### src/assert_macros.svh
// Assertion macros shared by the serial master RTL.
`ifndef ASSERT_MACROS_SVH
`define ASSERT_MACROS_SVH

// Implication checked at every clock edge outside reset.
`define ASSERT_IMPL(label, clk, rst_n, ante, cons) \
  label: assert property (@(posedge clk) disable iff (!rst_n) (ante) |-> (cons)) \
    else $error("implication check failed");

// Consequence checked in the clock cycle after the antecedent.
`define ASSERT_NEXT(label, clk, rst_n, ante, cons) \
  label: assert property (@(posedge clk) disable iff (!rst_n) (ante) |=> (cons)) \
    else $error("next-cycle check failed");

`endif

### src/rtcsm_pkg.sv
// Types and constants for the three-wire RTC serial master.
`timescale 1ns / 1ps

package rtcsm_pkg;

  // Request codes; idle doubles as the "tick only" request
  typedef enum logic [2:0] {
    OP_IDLE         = 3'd0,
    OP_SINGLE_READ  = 3'd1,
    OP_SINGLE_WRITE = 3'd2,
    OP_BURST_READ   = 3'd3,
    OP_BURST_WRITE  = 3'd4
  } op_kind_t;

  // Tick within one serial bit
  typedef enum logic [1:0] {
    PH_SETUP = 2'd0,
    PH_HIGH  = 2'd1,
    PH_LOW   = 2'd2
  } phase_t;

  localparam int BURST_BYTES = 8;
  localparam int CMD_BITS    = 8;

  localparam logic [7:0] CMD_WRITE_BASE  = 8'h80;
  localparam logic [7:0] CMD_READ_BASE   = 8'h81;
  localparam logic [7:0] CMD_BURST_WRITE = 8'hBE;
  localparam logic [7:0] CMD_BURST_READ  = 8'hBF;

  localparam logic [6:0] SINGLE_LAST_BIT = 7'(2 * CMD_BITS - 1);
  localparam logic [6:0] BURST_LAST_BIT  = 7'(CMD_BITS + 8 * BURST_BYTES - 1);

  typedef struct packed {
    logic [2:0]  req_type;
    logic [5:0]  reg_addr;
    logic [63:0] write_data;
    logic        io_in;
  } rtcsm_in_t;

  typedef struct packed {
    logic        chip_enable;
    logic        serial_clock;
    logic        io_out;
    logic        io_drive;
    logic        busy_res;
    logic        done_res;
    logic [63:0] read_data;
    logic        rejected;
  } rtcsm_out_t;

endpackage

### src/rtcsm_core.sv
// Bit sequencer: transaction state and per-tick pin levels.
`timescale 1ns / 1ps
`include "assert_macros.svh"

module rtcsm_core (
  input  logic                  clk,
  input  logic                  rst_n,
  input  logic                  step_en,
  input  rtcsm_pkg::rtcsm_in_t  in_item,
  output rtcsm_pkg::rtcsm_out_t res
);
  import rtcsm_pkg::*;

  op_kind_t    op_r, op_r_nxt;
  logic [1:0]  phase_r, phase_r_nxt;
  logic [6:0]  idx_r, idx_r_nxt;
  logic [7:0]  cmd_r, cmd_r_nxt;
  logic [63:0] wsh_r, wsh_r_nxt;
  logic [63:0] rsh_r, rsh_r_nxt;
  logic        en_r, en_r_nxt;

  logic        is_req, start, active, phase_low, is_read, is_burst, reading, ending;
  op_kind_t    eff_op;
  logic [1:0]  eff_phase;
  logic [6:0]  eff_idx, idx_m8, last_bit;
  logic [5:0]  data_pos;
  logic [7:0]  eff_cmd;
  logic [63:0] eff_wsh, eff_rsh, rsh_upd;
  logic        tx_bit;

  // Request decode and the state seen by this tick
  always_comb begin
    is_req = (in_item.req_type == OP_SINGLE_READ) || (in_item.req_type == OP_SINGLE_WRITE) ||
             (in_item.req_type == OP_BURST_READ) || (in_item.req_type == OP_BURST_WRITE);
    start  = (op_r == OP_IDLE) && is_req;
    if (start) begin
      eff_op    = op_kind_t'(in_item.req_type);
      eff_phase = PH_SETUP;
      eff_idx   = '0;
      eff_rsh   = '0;
    end else begin
      eff_op    = op_r;
      eff_phase = phase_r;
      eff_idx   = idx_r;
      eff_rsh   = rsh_r;
    end
    eff_cmd = cmd_r;
    eff_wsh = wsh_r;
    if (start) begin
      unique case (op_kind_t'(in_item.req_type))
        OP_SINGLE_READ: begin
          eff_cmd = {1'b0, in_item.reg_addr, 1'b0} | CMD_READ_BASE;
          eff_wsh = '0;
        end
        OP_SINGLE_WRITE: begin
          eff_cmd = {1'b0, in_item.reg_addr, 1'b0} | CMD_WRITE_BASE;
          eff_wsh = {56'd0, in_item.write_data[7:0]};
        end
        OP_BURST_READ: begin
          eff_cmd = CMD_BURST_READ;
          eff_wsh = '0;
        end
        OP_BURST_WRITE: begin
          eff_cmd = CMD_BURST_WRITE;
          eff_wsh = in_item.write_data;
        end
        default: begin
          eff_cmd = cmd_r;
          eff_wsh = wsh_r;
        end
      endcase
    end
  end

  // Bit position, direction and the end-of-transaction test
  always_comb begin
    active    = (eff_op != OP_IDLE);
    // an unused phase code behaves like the clock-low phase
    phase_low = (eff_phase != PH_SETUP) && (eff_phase != PH_HIGH);
    is_read   = (eff_op == OP_SINGLE_READ) || (eff_op == OP_BURST_READ);
    is_burst  = (eff_op == OP_BURST_READ) || (eff_op == OP_BURST_WRITE);
    idx_m8    = eff_idx - 7'(CMD_BITS);
    data_pos  = idx_m8[5:0];
    reading   = is_read && (eff_idx >= 7'(CMD_BITS));
    last_bit  = is_burst ? BURST_LAST_BIT : SINGLE_LAST_BIT;
    ending    = active && phase_low && (eff_idx >= last_bit);
    rsh_upd   = (reading && (eff_phase == PH_SETUP)) ?
                (eff_rsh | (64'(in_item.io_in) << data_pos)) : eff_rsh;
    tx_bit    = (eff_idx < 7'(CMD_BITS)) ? eff_cmd[eff_idx[2:0]] : eff_wsh[data_pos];
  end

  // Next state
  always_comb begin
    op_r_nxt    = op_r;
    phase_r_nxt = phase_r;
    idx_r_nxt   = idx_r;
    cmd_r_nxt   = cmd_r;
    wsh_r_nxt   = wsh_r;
    rsh_r_nxt   = rsh_r;
    en_r_nxt    = en_r;
    if (active) begin
      op_r_nxt  = eff_op;
      cmd_r_nxt = eff_cmd;
      wsh_r_nxt = eff_wsh;
      rsh_r_nxt = rsh_upd;
      en_r_nxt  = 1'b1;
      if (ending) begin
        op_r_nxt    = OP_IDLE;
        phase_r_nxt = PH_SETUP;
        idx_r_nxt   = '0;
        en_r_nxt    = 1'b0;
      end else if (phase_low) begin
        phase_r_nxt = PH_SETUP;
        idx_r_nxt   = eff_idx + 7'd1;
      end else begin
        phase_r_nxt = eff_phase + 2'd1;
      end
    end
  end

  // Pin levels and status for this tick
  always_comb begin
    res.chip_enable  = en_r_nxt;
    res.serial_clock = active && !ending && (eff_phase == PH_HIGH);
    res.io_drive     = active && !ending && !reading;
    res.io_out       = res.io_drive ? tx_bit : 1'b1;
    res.busy_res     = active && !ending;
    res.done_res     = ending;
    res.read_data    = (ending && is_read) ? rsh_upd : 64'd0;
    res.rejected     = (op_r != OP_IDLE) && is_req;
  end

  // Control state
  always_ff @(posedge clk) begin
    if (!rst_n) begin
      op_r    <= OP_IDLE;
      phase_r <= PH_SETUP;
      idx_r   <= '0;
      en_r    <= 1'b0;
    end else if (step_en) begin
      op_r    <= op_r_nxt;
      phase_r <= phase_r_nxt;
      idx_r   <= idx_r_nxt;
      en_r    <= en_r_nxt;
    end
  end

  // Shift data; only read while a transaction runs
  always_ff @(posedge clk) begin
    if (step_en) begin
      cmd_r <= cmd_r_nxt;
      wsh_r <= wsh_r_nxt;
      rsh_r <= rsh_r_nxt;
    end
  end

  `ASSERT_IMPL(a_busy_has_ce, clk, rst_n, res.busy_res, res.chip_enable)
  `ASSERT_IMPL(a_done_releases, clk, rst_n, res.done_res,
               !res.chip_enable && !res.io_drive && !res.busy_res && !res.serial_clock)
  `ASSERT_IMPL(a_enable_tracks_op, clk, rst_n, 1'b1, en_r == (op_r != OP_IDLE))
  `ASSERT_IMPL(a_index_bound, clk, rst_n, op_r != OP_IDLE, idx_r <= BURST_LAST_BIT)
  `ASSERT_NEXT(a_done_goes_idle, clk, rst_n, step_en && res.done_res, op_r == OP_IDLE)

endmodule

### src/rtcsm_outbuf.sv
// Result register with a skid stage for the output channel.
`timescale 1ns / 1ps
`include "assert_macros.svh"

module rtcsm_outbuf (
  input  logic                  clk,
  input  logic                  rst_n,
  input  logic                  in_valid,
  input  rtcsm_pkg::rtcsm_out_t in_res,
  output logic                  in_stall,
  output logic                  out_valid,
  output rtcsm_pkg::rtcsm_out_t out_res,
  input  logic                  out_stall
);
  import rtcsm_pkg::*;

  logic       out_valid_r, out_valid_r_nxt;
  logic       skid_valid_r, skid_valid_r_nxt;
  rtcsm_out_t out_data_r, out_data_r_nxt;
  rtcsm_out_t skid_data_r, skid_data_r_nxt;
  logic       accept, out_free;

  assign in_stall  = skid_valid_r;
  assign accept    = in_valid && !skid_valid_r;
  assign out_free  = !out_valid_r || !out_stall;
  assign out_valid = out_valid_r;
  assign out_res   = out_data_r;

  // Output register refills from the skid first, then from the core
  always_comb begin
    out_valid_r_nxt  = out_valid_r;
    out_data_r_nxt   = out_data_r;
    skid_valid_r_nxt = skid_valid_r;
    skid_data_r_nxt  = skid_data_r;
    if (out_free) begin
      if (skid_valid_r) begin
        out_valid_r_nxt  = 1'b1;
        out_data_r_nxt   = skid_data_r;
        skid_valid_r_nxt = 1'b0;
      end else begin
        out_valid_r_nxt = accept;
        out_data_r_nxt  = in_res;
      end
    end else if (accept) begin
      skid_valid_r_nxt = 1'b1;
      skid_data_r_nxt  = in_res;
    end
  end

  always_ff @(posedge clk) begin
    if (!rst_n) begin
      out_valid_r  <= 1'b0;
      skid_valid_r <= 1'b0;
    end else begin
      out_valid_r  <= out_valid_r_nxt;
      skid_valid_r <= skid_valid_r_nxt;
    end
  end

  always_ff @(posedge clk) begin
    out_data_r  <= out_data_r_nxt;
    skid_data_r <= skid_data_r_nxt;
  end

  `ASSERT_IMPL(a_skid_behind_out, clk, rst_n, skid_valid_r, out_valid_r)
  `ASSERT_NEXT(a_held_goes_to_skid, clk, rst_n, out_valid_r && out_stall && accept,
               skid_valid_r && out_valid_r)
  `ASSERT_NEXT(a_skid_drains, clk, rst_n, skid_valid_r && !out_stall, !skid_valid_r)

endmodule

### src/three_wire_rtc_serial_master.sv
// Top level of the three-wire RTC serial master.
`timescale 1ns / 1ps
// Usage:
//   Each input transaction on in_* is one tick of serial pin timing. An idle
//   master starts a single read, single write, burst read or burst write when
//   the tick carries that request; a request while busy is dropped and flagged
//   in the result's rejected bit. Every bit of a transfer spans three ticks
//   (setup with clock low, clock high, clock low), command byte first.
//   Each accepted tick gives exactly one result transaction on out_*: the pin
//   levels to apply for that tick plus busy, done and read data status.
//   Output: each result is registered into the result register or the skid.
//   Throughput: one tick per cycle while in_stall is low; the sequencer
//   update is one short combinational step into the state registers.
//   Stall: a result register plus a one-entry skid stage sit on the output, so
//   one more tick is taken while a result waits; in_stall then rises until the
//   skid stage drains.
//   Reset (rst_n low, synchronous): the master goes idle with chip enable low
//   and both result stages empty.
module three_wire_rtc_serial_master (
  input  logic                  clk,
  input  logic                  rst_n,
  input  logic                  in_valid,
  output logic                  in_stall,
  input  rtcsm_pkg::rtcsm_in_t  in_data,
  output logic                  out_valid,
  input  logic                  out_stall,
  output rtcsm_pkg::rtcsm_out_t out_data
);
  import rtcsm_pkg::*;

  rtcsm_out_t step_res;
  logic       step_en;

  assign step_en = in_valid && !in_stall;

  // Per-tick sequencer
  rtcsm_core u_core (
    .clk     (clk),
    .rst_n   (rst_n),
    .step_en (step_en),
    .in_item (in_data),
    .res     (step_res)
  );

  // Result register and skid stage
  rtcsm_outbuf u_outbuf (
    .clk       (clk),
    .rst_n     (rst_n),
    .in_valid  (in_valid),
    .in_res    (step_res),
    .in_stall  (in_stall),
    .out_valid (out_valid),
    .out_res   (out_data),
    .out_stall (out_stall)
  );

endmodule
### config.mk
export PLATFORM = sky130hd
export DESIGN_NAME = three_wire_rtc_serial_master
export DESIGN_NICKNAME = d
export VERILOG_FILES = /design/src/rtcsm_pkg.sv /design/src/rtcsm_core.sv /design/src/rtcsm_outbuf.sv /design/src/three_wire_rtc_serial_master.sv
export VERILOG_INCLUDE_DIRS = /design/src /design/src/src
export SDC_FILE = /design/constraint.sdc
export NUM_CORES = 1
export LEC_CHECK = 0
export ABC_AREA = 1
export BUFFER_PORTS_ARGS = -buffer_cell sky130_fd_sc_hd__buf_2
export CAP_MARGIN = 15
export CELL_PAD_IN_SITES_DETAIL_PLACEMENT = 0
export CELL_PAD_IN_SITES_GLOBAL_PLACEMENT = 1
export CORE_AREA = 3 3 233 235
export DETAILED_ROUTE_END_ITERATION = 10
export DIE_AREA = 0 0 236 238
export PLACE_DENSITY_LB_ADDON = 0.25
export REMOVE_ABC_BUFFERS = 1
export SLEW_MARGIN = 10
export SYNTH_ARGS = -nofsm -noshare
export SYNTH_HDL_FRONTEND = slang
export SYNTH_SLANG_ARGS = --single-unit
### constraint.sdc
create_clock -name clk -period 9.8 [get_ports clk]
set_input_delay 0.98 -clock clk [delete_from_list [all_inputs] [get_ports clk]]
set_output_delay 0.98 -clock clk [all_outputs]
set_load 0.01 [all_outputs]
==> results of run 1 <==
## metrics by stage
step / utilization, % / power [W] / cells
detailed placement: 30.38 / 0.001855 / 2246
finish: 32.44 / 0.003069 / 2309
global route: 32.44 / 0.003218 / 2309
floorplan: - / 0.001737 / 1393
CTS: 32.44 / 0.003126 / 2309
global placement: 30.38 / 0.001852 / 2246
## power by group through the flow
stage	combinational (W)	clock, W	sequential, W
2_1_floorplan	0.000201	0	0.00154
3_3_place_gp	0.000325	0	0.00153
3_5_place_dp	0.000327	0	0.00153
4_1_cts	0.000328	0.00130	0.00150
5_1_grt	0.000363	0.00135	0.00151
6_report	0.000322	0.00125	0.00150
## kinds of logic after synthesis
| group | count (synthesis) |
|---|---|
| DFF | 293 |
| xor gates and xnor gates | 5 |
| adders and majority gates | 7 |
| AOI/OAI and AO/OA | 165 |
| and+or+nand+nor | 624 |
| buffers and inverters | 370 |
## state kept, by name, summed over array words and instances, names as in the netlist
signal / flops
u_outbuf.in_stall: 1
u_core.cmd_r: 8
u_core.idx_r: 7
u_outbuf.out_res: 71
u_outbuf.out_valid: 1
u_core.en_r: 1
u_core.phase_r: 2
u_outbuf.skid_data_r: 71
u_core.rsh_r: 64
u_core.op_r: 3
u_core.wsh_r: 64
## metal layers
layer | vias up | wire length [um] | GRT usage (%)
met5 | - | 0 | 0
met4 | 0 | 643 | 3.208
li1 | 5043 | - | -
met3 | 43 | 1631 | 2.670
met2 | 197 | 17500 | 21.96
met1 | 4700 | 18550 | 18.79
## worst max-delay path, cell delays in order
cell     delay, ns
buf_2         0.13
inv_2         0.06
nand3_2       0.11
nand2_2       0.12
nand2_4       0.06
inv_4         0.62
nand2_1       0.17
nand2_1       0.15
inv_2         0.05
nor2_1        0.15
inv_1         0.11
o22ai_1       0.18
ha_1          0.27
o21ai_1       0.07
nand2_1       0.06
a21o_1        0.17
nand2_2       0.17
nor2_4        0.07
inv_4         0.61
buf_4         0.60
nor2_2        0.10
nand2_1       0.08
nand2_1       0.07
## area by class of cell
class / count / area share [%]
Clock buffer: 46 / 5.692
Clock inverter: 17 / 0.6765
Inverter: 299 / 6.625
Multi-Input combinational cell: 801 / 25.97
Sequential cell: 293 / 50.83
Tap cell: 688 / 5.059
Timing Repair Buffer: 165 / 5.147
## cells in the final DEF (no fill, tap or decap), drive strengths merged
cell type	n
ha	7
clkinv	19
edfxtp	278
nand2	393
bufinv	1
a21oi	9
clkbuf	46
o22ai	90
xnor2	3
nor2	115
a21o	1
nor4	1
a31oi	2
xor2	2
nor3	15
inv	296
dfxtp	15
nand3b	1
o211ai	18
a211oi	4
nand3	86
nand4	12
and2	1
buf	165
o21ai	41
## final timing paths
path,startpoint,slack (ns),cells past startpoint,end
setup / recovery,in_data[71],4.82,23,u_outbuf.out_res[47]
hold / removal,u_core.idx_r[5],0.47,2,u_core.idx_r[5]
setup reg to reg,u_core.op_r[1],4.95,22,u_outbuf.out_res[47]
hold reg to reg,u_core.idx_r[5],0.47,2,u_core.idx_r[5]
==> qor.txt, run 1 <==
Final setup margin = 4.815 ns
P per Cell Area = 180.4 nW/um2
Clock Power Share = 40.6%
Maxcap violations = 0
Die H = 238 um
CTS Buffer Depth = 3
Synth Area in Simple Gates = 19.88%
First-pass GRT wire length = 59.62 mm
Drt drc = 0
Root Buffer = clkbuf_16
Share of cells above drive strength 1 = 26.90%
Register share of total power = 48.9%
Sequential share of the synthesized area = 59.38%
Multi-input gate area = 4418 um2
Drt wl/cell = 16.60 um
P&R area growth vs syn = 16.82%
Post-CTS Setup Repair Bufs = 0
Lkg Pwr = 7.102 nW
Element type at the critical path end = flip-flop
N_diodes = 0
Maximum fanout along the worst path = 52
Tightest Pin Transition = 1.129 ns
Die area = 56,170 um2
# port buffers = 150
Initial Utilization = 27.77%
Final HPWL DP = 24.07 mm
Logic pwr share = 10.5%
Final hold slack = 0.4721 ns
Synth Area in Adders = 0.6013%
Total routed wirelength = 38.32 mm
Clock Latency Late Sink = 0.54 ns
Post-placement setup slack = 4.187 ns
P_int = 0.002297 W
FF+latch area = 8650 um2
Core ar. = 52,450 um2
Endpoints failing hold = 0
Antenna violations before repair = 2
P_sw = 0.0007721 W
TritonCTS sink count = 293
Number of core rows = 84
CTS Buf Count = 36
Filler cells = 5,555
Largest net degree at the start of global routing = 141
RSZ-0062 raised after global routing = false
Critical Path RT = 10.08 ns
Tot GR Track Use = 13.57%
Mapped cell area = 14,570 um2
XOR/XNOR Fraction of Synth Area = 0.3007%
Fmax = 0.2006 GHz
# resized after CTS = 0
Die width = 236 um
CP arrival = 5.27 ns
Post-route design area = 17,020 um2
Via density per instance = 4.324
Synth unique cells = 37
Final period utilization = 50.87%
Number of synthesized flops with an enable pin = 278
Hold Path Class = reg2reg
Post-synthesis compound-gate area fraction = 9.432%
Total grt overflow = 0
Placed Area = 15,930 um2
RePlAce Congestion = 0.7974
Setup_tns = 0 ns
Post-route minimum period = 4.985 ns
Worst slew margin = 24.50%
Synth top area share = 57.31%
Clock slew seen by the registers of the worst setup and hold paths = 0.06 ns
CTS tree = done
Final Skew = 0.01952 ns
Max Transition Viols Final = 0
Synth area leaders = edfxtp_1, nand2_1, inv_1
CTS Hold Bufs = 0
Most numerous cell in the Yosys netlist = nand2_1
Synth Register Bits = 293
H-Tree Depth = 2
Outcome = complete, no violations
Drt pass-1 iters = 5
Largest family of logic cells by synthesized area = simple AND/OR/NAND/NOR gates
Area leader, netlist = edfxtp_1
Via count = 9,983
Post-synthesis mux area share = 0%
Remaining antenna violation count = 0
Cells after Synth = 1,464
Syn_area_per_cell = 9.949 um2
Switching part of the total = 25.15%
Post-layout nets = 1,681
# IOs = 151
Synth warn = 0
Final setup fails = 0
Top_reg_cell synth = edfxtp_1
Post-synth ARST share = 0%
Startpoint types = input pin
Maximum VDD drop = 86.09 uV
Kind of critical path = in2reg
Commonest cells post-synth = nand2_1, edfxtp_1, inv_1
Vias in the first global route = 10,174
First-iteration detailed-routing DRC count = 532
Note: power is estimated with default switching activity, not from simulation.
==> inputs of run 2 (changes only) <==
==> constraint.sdc (replaced) <==
create_clock -name clk -period 4.95 [get_ports clk]
set_input_delay 0.495 -clock clk [delete_from_list [all_inputs] [get_ports clk]]
set_output_delay 0.495 -clock clk [all_outputs]
set_load 0.01 [all_outputs]
==> qor.txt, run 2 (synthesized netlist as in run 1, its figures left out) <==
Startpoint types = flip-flop
Final Util = 32.86% (+0.42 points)
Worst slew margin = 37.44% (+13 points)
Setup_tns = 0 ns (unchanged)
RSZ-0062 raised after global routing = false
Most used cell, CP = nand2_1
CTS Buf Count = 38 (+5.6%)
Commonest non-fill, non-tap cells in the layout = nand2_1, edfxtp_1, inv_1
First-pass GRT wire length = 60.12 mm (+0.84%)
Drt pass-1 iters = 5 (unchanged)
Final setup fails = 0 (unchanged)
Post-layout nets = 1,693 (+0.71%)
Final hold slack = 0.2554 ns (-0.2167 ns)
# IOs = 151 (unchanged)
Maxcap violations = 0 (unchanged)
Fmax = 0.2499 GHz
CP arrival = 4.29 ns (-0.98 ns)
CTS Buffer Depth = 3 (unchanged)
Post-route minimum period = 4.002 ns
Drt wl/cell = 16.29 um (-1.8%)
Outcome = complete, no violations
Final HPWL DP = 24.45 mm (+1.6%)
Antenna violations before repair = 1 (-1)
Clock slew seen by the registers of the worst setup and hold paths = 0.06 ns (about the same)
Die area = 56,170 um2 (unchanged)
Filler cells = 5,434 (-2.2%)
Share of cells above drive strength 1 = 27.43% (+0.53 points)
Largest net degree at the start of global routing = 79 (-44%)
Family with the most delay on the worst path = buffers and inverters
CP Buf/Inv Count = 5 (-2)
Final Skew = 0.01873 ns (-0.0007860 ns)
CTS Hold Bufs = 0 (unchanged)
Lkg Pwr = 7.207 nW (+1.5%)
Number of core rows = 84 (unchanged)
Maximum fanout along the worst path = 42 (-19%)
Total routed wirelength = 37.89 mm (-1.1%)
Crit path cell chain = nor2_1 > nand2_1 > inv_2 > nand2_4 > buf_4 > o21ai_1 > nor2_1 > inv_2 > o22ai_1 > ha_1 > o21ai_1 > nand2_1 > a21o_1 > nand2_2 > nor2_4 > inv_4 > buf_4 > nor2_2 > nand2_1 > nand2_1
Critical Path RT = 5.24 ns (-4.84 ns)
P&R area growth vs syn = 18.32%
CP peak stage delay = 0.60 ns (-0.02 ns)
Vias in the first global route = 10,258 (+0.83%)
Core ar. = 52,450 um2 (unchanged)
Initial Utilization = 27.77% (unchanged)
RePlAce Congestion = 0.8082 (+1.4%)
Final period utilization = 80.86%
Maximum VDD drop = 173.4 uV (+100%)
Element type at the critical path end = flip-flop
First-iteration detailed-routing DRC count = 582 (+9.4%)
N_diodes = 0 (unchanged)
Tot GR Track Use = 13.49% (-0.074 points)
Root Buffer = clkbuf_16
TritonCTS sink count = 293 (unchanged)
Kind of critical path = reg2reg
Endpoints failing hold = 0 (unchanged)
Remaining antenna violation count = 0 (unchanged)
Total grt overflow = 0 (unchanged)
Hold Path Class = in2reg
Critical-path top delay cell = inv_4
Tightest Pin Transition = 0.9361 ns (-0.1924 ns)
Max Transition Viols Final = 0 (unchanged)
Commonest non-fill, non-tap cell in the layout = nand2_1
# port buffers = 150 (unchanged)
P per Cell Area = 364.9 nW/um2 (+100%)
Die width = 236 um (unchanged)
Via count = 9,986 (+0.030%)
Via density per instance = 4.295 (-0.66%)
H-Tree Depth = 2 (unchanged)
Clock Latency Late Sink = 0.55 ns (about the same)
CTS tree = done
Die H = 238 um (unchanged)
Drt drc = 0 (unchanged)
Post-CTS Setup Repair Bufs = 0 (unchanged)
# resized after CTS = 0 (unchanged)
[run 2: cell types whose count changed in the layout (fill, tap and decap cells not counted)]
| cell | delta |
|---|---|
| buf_12 | +2 |
| clkinv_2 | -1 |
| clkinv_8 | -1 |
| buf_4 | +8 |
| bufinv_16 | +2 |
| clkbuf_16 | +3 |
| clkinvlp_4 | +2 |
| clkbuf_1 | -1 |
| clkbuf_8 | -3 |
| clkinv_1 | +4 |
| inv_16 | +1 |
[run 2: worst min-delay path, delay by kind of cell]
kind | cells | cell delay (ns)
AOI/OAI and AO/OA | 2 | 0.12
buffers and inverters | 1 | 0.15
[run 2: area by class of cell]
cell class	instances	area, um2	share of cell area (%)
clock inverter	24	203.9	1.183
inverter	299	1127	6.541
clock buffer	45	998.5	5.794
timing repair buffer	175	975.9	5.663
multi-input combinational	801	4418	25.64
tap	688	860.8	4.995
sequential	293	8650	50.19
[run 2: worst paths after layout]
| kind | end | startpoint | depth (start not counted) | slack, ns |
|---|---|---|---|---|
| min | u_core.phase_r[0] | rst_n | 3 | 0.26 |
| max | u_outbuf.out_res[45] | u_core.op_r[2] | 20 | 0.95 |
| max reg2reg | u_outbuf.out_res[45] | u_core.op_r[2] | 20 | 0.95 |
| min reg2reg | u_core.idx_r[5] | u_core.idx_r[5] | 2 | 0.46 |
[run 2: stage by stage]
step / instance area [um2] / instances / setup WS, ns / total power, W
final: 17230 / 2325 / 0.9477 / 0.006289
after detailed placement: 16030 / 2256 / 0.7040 / 0.003676
after floorplan: 14180 / 1393 / -0.8305 / 0.003438
after CTS: 17230 / 2325 / 0.9432 / 0.006407
after global placement: 16030 / 2256 / 0.7267 / 0.003671
after global routing: 17230 / 2325 / 0.6703 / 0.006583
[run 2: power breakdown]
group	internal, W	leakage (nW)	switching (W)
registers	0.00292	2.89	0.0000467
clock network	0.00160	0.583	0.00108
logic	0.000201	3.73	0.000443
[run 2: per-layer routing]
layer	part of all wire [%]	track usage, %
met1	48	19.11
met2	45	20.84
met3	4.8	2.994
met4	2.1	3.706
met5	0	0
==> inputs of run 3 (changes only) <==
==> constraint.sdc (replaced) <==
create_clock -name clk -period 3.3 [get_ports clk]
set_input_delay 0.33 -clock clk [delete_from_list [all_inputs] [get_ports clk]]
set_output_delay 0.33 -clock clk [all_outputs]
set_load 0.01 [all_outputs]
==> qor.txt, run 3 (synthesized netlist as in run 1, its figures left out) <==
Outcome = complete, no violations
CP peak stage delay = 0.49 ns (-0.11 ns)
Hold Path Class = in2reg
Startpoint types = flip-flop
Placed Area = 16,280 um2 (+1.6%)
Final period utilization = 92.33% (+11 points)
Share of cells above drive strength 1 = 28.55% (+1.1 points)
Post-Place Cells = 2,281 (+1.1%)
First-iteration detailed-routing DRC count = 497 (-15%)
Tightest Pin Transition = 1.061 ns (+0.1246 ns)
Die H = 238 um (unchanged)
# IOs = 151 (unchanged)
CTS Hold Bufs = 0 (unchanged)
Max Transition Viols Final = 0 (unchanged)
P_sw = 0.002354 W (+50%)
CTS Buffer Depth = 3 (unchanged)
Critical-path top delay cell = buf_12
Maxcap violations = 0 (unchanged)
Clock Latency Late Sink = 0.56 ns (about the same)
Endpoints failing hold = 0 (unchanged)
Total routed wirelength = 38.20 mm (+0.84%)
Post-route design area = 17,390 um2 (+0.92%)
Crit path cell chain = nor2_1 > nand2_1 > inv_2 > nand2_4 > inv_4 > buf_12 > nor2_2 > ha_1 > a21o_1 > nand2_2 > nor2_4 > inv_4 > buf_16 > nor2_2 > nand2_1 > nand2_1
Initial Utilization = 27.77% (unchanged)
P_int = 0.006809 W (+44%)
Drt drc = 0 (unchanged)
Drt pass-1 iters = 5 (unchanged)
Drt wl/cell = 16.29 um (about the same)
Filler cells = 5,464 (+0.55%)
Clock Power Share = 40.7% (-1.9 points)
Family with the most delay on the worst path = buffers and inverters
RSZ-0062 raised after global routing = false
Element type at the critical path end = flip-flop
Die width = 236 um (unchanged)
P per Cell Area = 526.8 nW/um2 (+44%)
Switching part of the total = 25.69% (+0.75 points)
Most used cell, CP = nand2_1
Commonest non-fill, non-tap cells in the layout = nand2_1, edfxtp_1, inv_1
Via density per instance = 4.337 (+0.98%)
CP Buf/Inv Count = 5 (unchanged)
Die area = 56,170 um2 (unchanged)
Fmax = 0.3282 GHz (+31%)
Critical Path RT = 3.61 ns (-1.63 ns)
Vias in the first global route = 10,250 (-0.078%)
Final HPWL DP = 24.96 mm (+2.1%)
Multi-input gate area = 4424 um2 (+0.14%)
Via count = 10,171 (+1.9%)
CTS tree = done
Number of core rows = 84 (unchanged)
Post-route minimum period = 3.047 ns (-0.9554 ns)
P&R area growth vs syn = 19.41%
Setup_tns = 0 ns (unchanged)
Tot GR Track Use = 13.58% (+0.087 points)
Logic pwr share = 10.7% (+0.5 points)
Lkg Pwr = 7.301 nW (+1.3%)
TritonCTS sink count = 293 (unchanged)
Antenna violations before repair = 2 (+1)
Register share of total power = 48.6% (+1.4 points)
H-Tree Depth = 2 (unchanged)
First-pass GRT wire length = 60.11 mm (about the same)
Core ar. = 52,450 um2 (unchanged)
Worst slew margin = 29.29% (-8.2 points)
CTS Buf Count = 37 (-2.6%)
Final Skew = 0.02324 ns (+0.004507 ns)
# port buffers = 150 (unchanged)
N_diodes = 0 (unchanged)
FF+latch area = 8650 um2 (unchanged)
Remaining antenna violation count = 0 (unchanged)
Commonest non-fill, non-tap cell in the layout = nand2_1
Layout Cells excl Fill = 2,345 (+0.86%)
RePlAce Congestion = 0.7905 (-2.2%)
Final setup fails = 0 (unchanged)
Total grt overflow = 0 (unchanged)
Maximum VDD drop = 246.0 uV (+42%)
Post-layout nets = 1,717 (+1.4%)
Maximum fanout along the worst path = 114 (+170%)
Clock slew seen by the registers of the worst setup and hold paths = 0.06 ns (about the same)
Root Buffer = clkbuf_16
Kind of critical path = reg2reg
CP arrival = 3.36 ns (-0.93 ns)
Largest net degree at the start of global routing = 115 (+46%)
run 3: cell count changes in the layout (fill, tap and decap cells not counted), moves of 3 or more:
cell       previous run  this run
buf_4                22        42
buf_12                3         7
clkinv_1             16        12
bufinv_16             3         0
run 3: path summary, 6_finish.rpt:
check / to / start / slack [ns] / depth (start not counted)
worst min-delay path: u_core.wsh_r[54] / in_data[55] / 0.09 / 3
worst max-delay path: u_outbuf.out_res[43] / u_core.op_r[2] / 0.25 / 16
worst min register to register: u_core.idx_r[5] / u_core.idx_r[5] / 0.48 / 2
worst max register to register: u_outbuf.out_res[43] / u_core.op_r[2] / 0.25 / 16
run 3: per-layer routing:
metal | vias to the layer above | wire length (um) | global-route usage [%]
li1 | 5109 | - | -
met1 | 4792 | 17920 | 18.56
met2 | 205 | 17710 | 21.89
met3 | 63 | 1706 | 2.936
met4 | 2 | 854 | 3.614
met5 | - | 13 | 0
run 3: layout make-up:
type	count	share of cell area, %
clock buffers	45	5.619
clock inverters	19	0.6835
inverters	299	6.482
multi-input cells	801	25.44
flip-flops and latches	293	49.73
well taps	688	4.950
repair buffers	200	7.093
run 3: power groups by stage:
stage / Combinational [W] / Clock (W) / Sequential (W)
global placement: 0.000995 / 0 / 0.00452
finish: 0.000983 / 0.00373 / 0.00445
detailed placement: 0.00100 / 0 / 0.00453
floorplan: 0.000597 / 0 / 0.00456
global route: 0.00111 / 0.00401 / 0.00447
CTS: 0.00101 / 0.00388 / 0.00445
run 3: repair_timing:
item / in CTS / in global routing
endpoints found under the hold margin: 0 / 0
endpoints found under the setup margin: 0 / 26
gates resized for setup: 0 / 2
setup buffers: 0 / 0
run 3: stage by stage:
stage	worst slack (ns)	hold slack [ns]	util, %	power (W)
after floorplan	-2.376	0.4446	-	0.005157
after global placement	0.1871	0.4551	31.05	0.005519
after detailed placement	0.1421	0.4572	31.05	0.005531
after CTS	0.2530	0.04761	33.14	0.009339
after global routing	0.02790	0.07333	33.16	0.009593
final	0.2531	0.09228	33.16	0.009163
run 3: worst min-delay path: stages:
cell     delay, ns
buf_2         0.08
nand2_1       0.06
nand2_1       0.06
